===== config.mk =====
export PLATFORM = sky130hd
export DESIGN_NAME = scbc_ctrl
export DESIGN_NICKNAME = d
export VERILOG_FILES = /design/src/rtl/core/scbc_pkg.sv /design/src/rtl/core/scbc_ctrl.sv
export SDC_FILE = /design/constraint.sdc
export NUM_CORES = 1
export LEC_CHECK = 0
export BUFFER_PORTS_ARGS = -buffer_cell sky130_fd_sc_hd__buf_4
export CELL_PAD_IN_SITES_DETAIL_PLACEMENT = 1
export CELL_PAD_IN_SITES_GLOBAL_PLACEMENT = 1
export CORE_AREA = 2 2 39 41
export CTS_CLUSTER_SIZE = 10
export DETAILED_ROUTE_END_ITERATION = 10
export DIE_AREA = 0 0 41 43
export PLACE_DENSITY = 0.42
export SLEW_MARGIN = 20
export SYNTH_ARGS = -nofsm -noshare
export SYNTH_HDL_FRONTEND = slang
export SYNTH_SLANG_ARGS = --single-unit

===== constraint.sdc =====
create_clock -name clk_i -period 1.62 [get_ports clk_i]
set_input_delay 0.081 -clock clk_i [delete_from_list [all_inputs] [get_ports clk_i]]
set_output_delay 0.081 -clock clk_i [all_outputs]
set_load 0.005 [all_outputs]

===== src/rtl/core/scbc_pkg.sv =====
// Shared types and constants of the size class block cache.
// Used by the controller, the datapath and the checker; depends on nothing.

package scbc_pkg;

  // Request commands.
  localparam logic CmdAlloc = 1'b0;
  localparam logic CmdFree  = 1'b1;

  // Result status codes.
  localparam logic [1:0] StDone   = 2'd0;
  localparam logic [1:0] StTooBig = 2'd1;
  localparam logic [1:0] StEmpty  = 2'd2;
  localparam logic [1:0] StFull   = 2'd3;

  // Block size of class 0 in bytes; class i holds MinClassBytes << i.
  localparam int unsigned MinClassBytes = 8;

  // Commands from the controller to the datapath.
  typedef struct packed {
    logic capture;  // Latch the request fields and its class.
    logic exec;     // Update the stack and load status and class.
    logic load_rd;  // Load the popped address into the output register.
  } ctrl_cmd_t;

  // Status from the datapath to the controller.
  typedef struct packed {
    logic pop_read; // The captured request is an alloc that pops an entry.
  } dp_stat_t;

endpackage


===== src/rtl/core/scbc_ctrl.sv =====
// Controller state machine of the size class block cache.
// Sequences capture, execute and read-back; uses scbc_pkg for its command types.

module scbc_ctrl (
  input  logic                  clk_i,
  input  logic                  rst_ni,
  input  logic                  in_valid_i,
  output logic                  in_ready_o,
  output logic                  out_valid_o,
  input  logic                  out_ready_i,
  input  scbc_pkg::dp_stat_t    stat_i,
  output scbc_pkg::ctrl_cmd_t   cmd_o
);

  localparam logic [1:0] StateIdle  = 2'd0;
  localparam logic [1:0] StateExec  = 2'd1;
  localparam logic [1:0] StateRdata = 2'd2;

  logic [1:0] state_q, state_d;
  logic       out_valid_q, out_valid_d;
  logic       out_free;

  // The output register can take a new result when it is empty or being drained.
  assign out_free   = !out_valid_q || out_ready_i;
  assign in_ready_o = (state_q == StateIdle);
  assign out_valid_o = out_valid_q;

  // Next state and commands.
  always_comb begin
    state_d         = state_q;
    cmd_o.capture   = 1'b0;
    cmd_o.exec      = 1'b0;
    cmd_o.load_rd   = 1'b0;
    unique case (state_q)
      StateIdle: begin
        if (in_valid_i) begin
          cmd_o.capture = 1'b1;
          state_d       = StateExec;
        end
      end
      StateExec: begin
        if (out_free) begin
          cmd_o.exec = 1'b1;
          state_d    = stat_i.pop_read ? StateRdata : StateIdle;
        end
      end
      StateRdata: begin
        cmd_o.load_rd = 1'b1;
        state_d       = StateIdle;
      end
      default: begin
        state_d = StateIdle;
      end
    endcase
  end

  // Output valid flag: cleared on a transfer, set when a result is loaded.
  always_comb begin
    out_valid_d = out_valid_q;
    if (out_valid_q && out_ready_i) begin
      out_valid_d = 1'b0;
    end
    if ((cmd_o.exec && !stat_i.pop_read) || cmd_o.load_rd) begin
      out_valid_d = 1'b1;
    end
  end

  always_ff @(posedge clk_i or negedge rst_ni) begin
    if (!rst_ni) begin
      state_q     <= StateIdle;
      out_valid_q <= 1'b0;
    end else begin
      state_q     <= state_d;
      out_valid_q <= out_valid_d;
    end
  end

endmodule


Word level (Yosys, flattened, before mapping) --
Cells that the tools add are included.
Cells by class: $lt $le $gt $ge 0, bitwise logic cells 0, muxes and demuxes 11, eq/ne operators 4, shifts and indexed selects 0, div/mod/pow operators 0, $add $sub $neg 0, multipliers 0, reduce and logical (&&, ||, !) cells 9
Operators with widths (number):
- two-way mux 1 bit | 7
- two-way mux 2 bit | 3
- inequality test 2 bit, second input constant | 2
- one-hot mux 2 bit (2 select lines) | 1
- == test 2 x 1 -> 1 bit, second input constant | 1
- == test 2 bit, second input constant | 1
- logical AND 1 bit | 2
- zero test 1 bit | 2
- zero test 2 bit | 1
- logical OR 1 bit | 2
- AND reduction 2 bit | 1
- nonzero test 2 bit | 1
Storage, ports and cells: latch bits 0, ROM bits 0, bits in writable memories 0, flip-flop bits (word level) 3, memories kept 0, input bits 5

Depth between registers and ports, before layout --
depth after elaboration 7, depth in mapped cells 2, gate-level depth less buffers 2

Least setup slack after synthesis --
Ideal clock, no wire load.
path type reg2reg, start register state_q[0], end register state_q[0], path buffers 0, data arrival time 734 ps, cell stages (with the launch flop) 3, setup slack 811 ps, clock period less this slack 809 ps, path through dfrtp_1 nor3b_2 o21bai_2
Between the ends: longest elaborated chain between the ends 3, elaborated cells on any way between the ends 6
Ends and longest elaborated chain:
- from (decl) | RTL line scbc_ctrl.sv:19 | logic [1:0] state_q, state_d;
- from (signal assigned) | RTL line scbc_ctrl.sv:70 | state_q <= StateIdle;
- from (signal assigned) | RTL line scbc_ctrl.sv:73 | state_q <= state_d;
- == test 2 x 1 -> 1 bit / zero test 2 bit (equally long branches) | RTL line scbc_ctrl.sv:34 | unique case (state_q)
- inequality test 2 bit (no source line)
- AND reduction 2 bit (no source line)
Parallel ways exist; a longest one is shown, timed or not. A chain may end at the register's enable or synchronous reset.

==> run summary <==
* endpoint with the worst hold slack: out_valid_o
* clock latency reported for the late side of the worst-skew pair: 0.23 ns
* aggregate global-route resource usage: 5.82%
* net count of the finished layout: 33
* Hold Fails Final Rpt: 0
* worst path cell trace: nand2b_1 > nor2b_1 > buf_4
* Reg area: 75.1 sq um
* area grow syn2layout: 76.7%
* remaining routing DRC violations: 0
* final HPWL from detailed placement: 360 um
* routed wirelength normalized by instance count: 10.1 um
* CTS tree: yes
* Worst EP required: 1.54 ns
* H-tree lvl count: 1
* Floorplan Core Area: 1380 sq um
* power density over the cells: 1320 nW/um^2
* number of instances in the synthesized netlist: 13
* number of global-route vias before repair: 159
* Hold Startpoint: stat_i
* fraction of post-synthesis cell area in the top cell type by area: 46.5%
* fraction of the mapped netlist area in simple logic gates: 36.4%
* total power draw: 0.378 mW
* Synth cell types: 10
* DRT antenna net count: 0
* boundary pin count: 10
* layout filler cell count: 169
* Crit Path Class: reg -> out
* top-count cell post-synth: sky130_fd_sc_hd__dfrtp_1
* ranking of synthesized cells by area: sky130_fd_sc_hd__dfrtp_1, sky130_fd_sc_hd__nand2b_4, sky130_fd_sc_hd__nand2b_1, sky130_fd_sc_hd__nor3b_2, sky130_fd_sc_hd__o211ai_2
* horizontal die dimension: 41 um
* global-route wire length before repair: 683 um
* FFs w/ async S/R, synth: 100%
* antenna diode count: 0
* vias per std cell: 3.37
* critical path's slowest cell: sky130_fd_sc_hd__dfrtp_1
* setup repair after global routing missed its margin: no
* Core Util, Final: 20.6%
* Post-Route Setup TNS: 0 ns
* antenna violations before repair: 0
* compound-cell area share of the yosys netlist: 14.7%
* worst slack on hold paths: 0.0743 ns
* endpoint of the most critical register-to-register path: out_valid_o
* initial core utilization: 11.7%
* Rows: 14
* max-cap check violation count: 0
* Reg2Reg Depth: 2
* number of max-slew violations in the final report: 0
* final worst slack: 0.413 ns
* number of synthesized flops with an enable pin: 0
* final period utilization: 74.5%
* largest voltage drop on the vdd net: 0.251 mV
* detailed-routing iteration count for the pre-antenna-repair pass: 2
* synthesized area: 161 sq um
* top cells by count, synth: sky130_fd_sc_hd__dfrtp_1, sky130_fd_sc_hd__nand2b_1
* Static Leak: 0.148 nW
* GR Overflow Total: 0
* Die Area: 1760 sq um
* XOR/XNOR Fraction of Synth Area: 0%
* Max stage delay on crit path: 0.42 ns
* master cell of the clock root buffer: sky130_fd_sc_hd__clkbuf_4
* Hold Path Cell Cnt: 2
* reg2reg setup slack: 0.75 ns
* launching element type of the critical path: flop
* f_max: 829 MHz
* minimum clock period: 1.21 ns
* flop and latch count out of synthesis: 3
* Die Y-Extent: 43 um
* CTS clk-pin slew, worst paths: 0.04 ns
* post-synthesis adder-cell area fraction: 0%
* Clock Tree Buf Depth: 2
* Post-CTS Resized: 0
* share of synthesized area occupied by flip-flops and latches: 46.5%
* Hold Path Class: in -> reg
* WL final: 435 um
* run status: completed
* final weighted congestion in routability-driven placement: 0.653
* maximum number of pins on one net before global-route repair: 6
* relative max-transition margin: 87.3%
* endpoints failing setup: 0
* CP Data Arrival Time: 1.13 ns
* Primary FF master, synth: sky130_fd_sc_hd__dfrtp_1
* share of cell area taken by muxes after synthesis: 0%
* Worst R2R Start: state_q[1]
* CP max FO: 5
* Max Clock Skew: 0.000714 ns
* slew at the pin closest to its max-slew limit: 0.191 ns
* routed vias: 145
* number of violations reported at the end of detailed-routing iteration 0: 1
* number of nets in the synthesized netlist: 18
* area taken by multi-input logic gates: 82.6 sq um
* clock buffer count from CTS: 3
* clk sink count: 3
* share of cells above drive strength 1: 59.3%
* dominant combinational cell family by area after synthesis: simple AND/OR/NAND/NOR gates
* Ys Warns: 0
* cell taking the most area after synthesis: sky130_fd_sc_hd__dfrtp_1
* minimum setup slack after placement: 0.642 ns
* Port Buf Inserts: 9
* Avg Synthesized Cell Area: 12.4 sq um
* kind of end point of the critical path: output port
-- metrics by stage --
step           area (sq um)  instances
6_report                285         43
5_1_grt                 285         43
3_3_place_gp            249         38
4_1_cts                 285         43
2_1_floorplan           161         13
3_5_place_dp            249         38
-- layer usage --
metal	part of all wire [%]	vias up	wire, um	GRT usage, %
met5	0	-	0	0
met3	10	0	44	3.66
met4	0	0	0	2.00
li1	-	72	-	-
met1	47	67	204	6.75
met2	43	6	186	8.44
-- cells in the final DEF (no fill, tap or decap) --
cell type,instances
sky130_fd_sc_hd__and4b_1,1
sky130_fd_sc_hd__buf_4,9
sky130_fd_sc_hd__clkbuf_1,1
sky130_fd_sc_hd__clkbuf_4,3
sky130_fd_sc_hd__dfrtp_1,3
sky130_fd_sc_hd__dlygate4sd3_1,1
sky130_fd_sc_hd__inv_1,1
sky130_fd_sc_hd__nand2b_1,2
sky130_fd_sc_hd__nand2b_4,1
sky130_fd_sc_hd__nor2_1,1
sky130_fd_sc_hd__nor2b_1,1
sky130_fd_sc_hd__nor3b_2,1
sky130_fd_sc_hd__o211ai_2,1
sky130_fd_sc_hd__o21bai_2,1
-- final cells by class --
cell class	instances	area share, %
flip-flops and latches	3	26.3
well taps	16	7.02
multi-input cells	9	28.9
clock buffers	4	9.21
repair buffers	10	27.2
inverters	1	1.32
-- worst max path at each step --
stage / start / endpoint / slack (ns) / depth (start not counted)
finish: state_q[1] / cmd_o[1] / 0.41 / 3
global route: state_q[1] / cmd_o[1] / 0.35 / 3
CTS: state_q[1] / cmd_o[1] / 0.40 / 3
detailed placement: state_q[1] / cmd_o[1] / 0.64 / 3
global placement: state_q[1] / cmd_o[1] / 0.66 / 3
floorplan: state_q[0] / state_q[0] / 0.81 / 2
-- power breakdown --
group	switching, mW	internal (mW)	total [mW]
registers	0.0269	0.0951	0.122
logic	0.0479	0.0797	0.128
clock network	0.0358	0.0921	0.128
-- flip-flops by register name, summed over array words and instances (netlist names) --
| name | count |
|---|---|
| out_valid_o | 1 |
| state_q | 2 |
-- critical path: cells and delay by family (launching register included) --
kind | cells | cell delay [ns]
simple gates | 2 | 0.36
flops | 1 | 0.42
buf+inv | 1 | 0.12
-- logic make-up (layout without fill, tap and decap cells) --
family	after synthesis	count (layout)
and+or+nand+nor	7	7
buffers and inverters	1	15
DFF	3	3
AOI/OAI and AO/OA	2	2
-- repair_timing --
action / in CTS / in global routing
hold buffers: 1 / 0
buffers inserted: 0 / 0
hold endpoints to repair: 3 / 0
(Power assumes the default switching activity.)
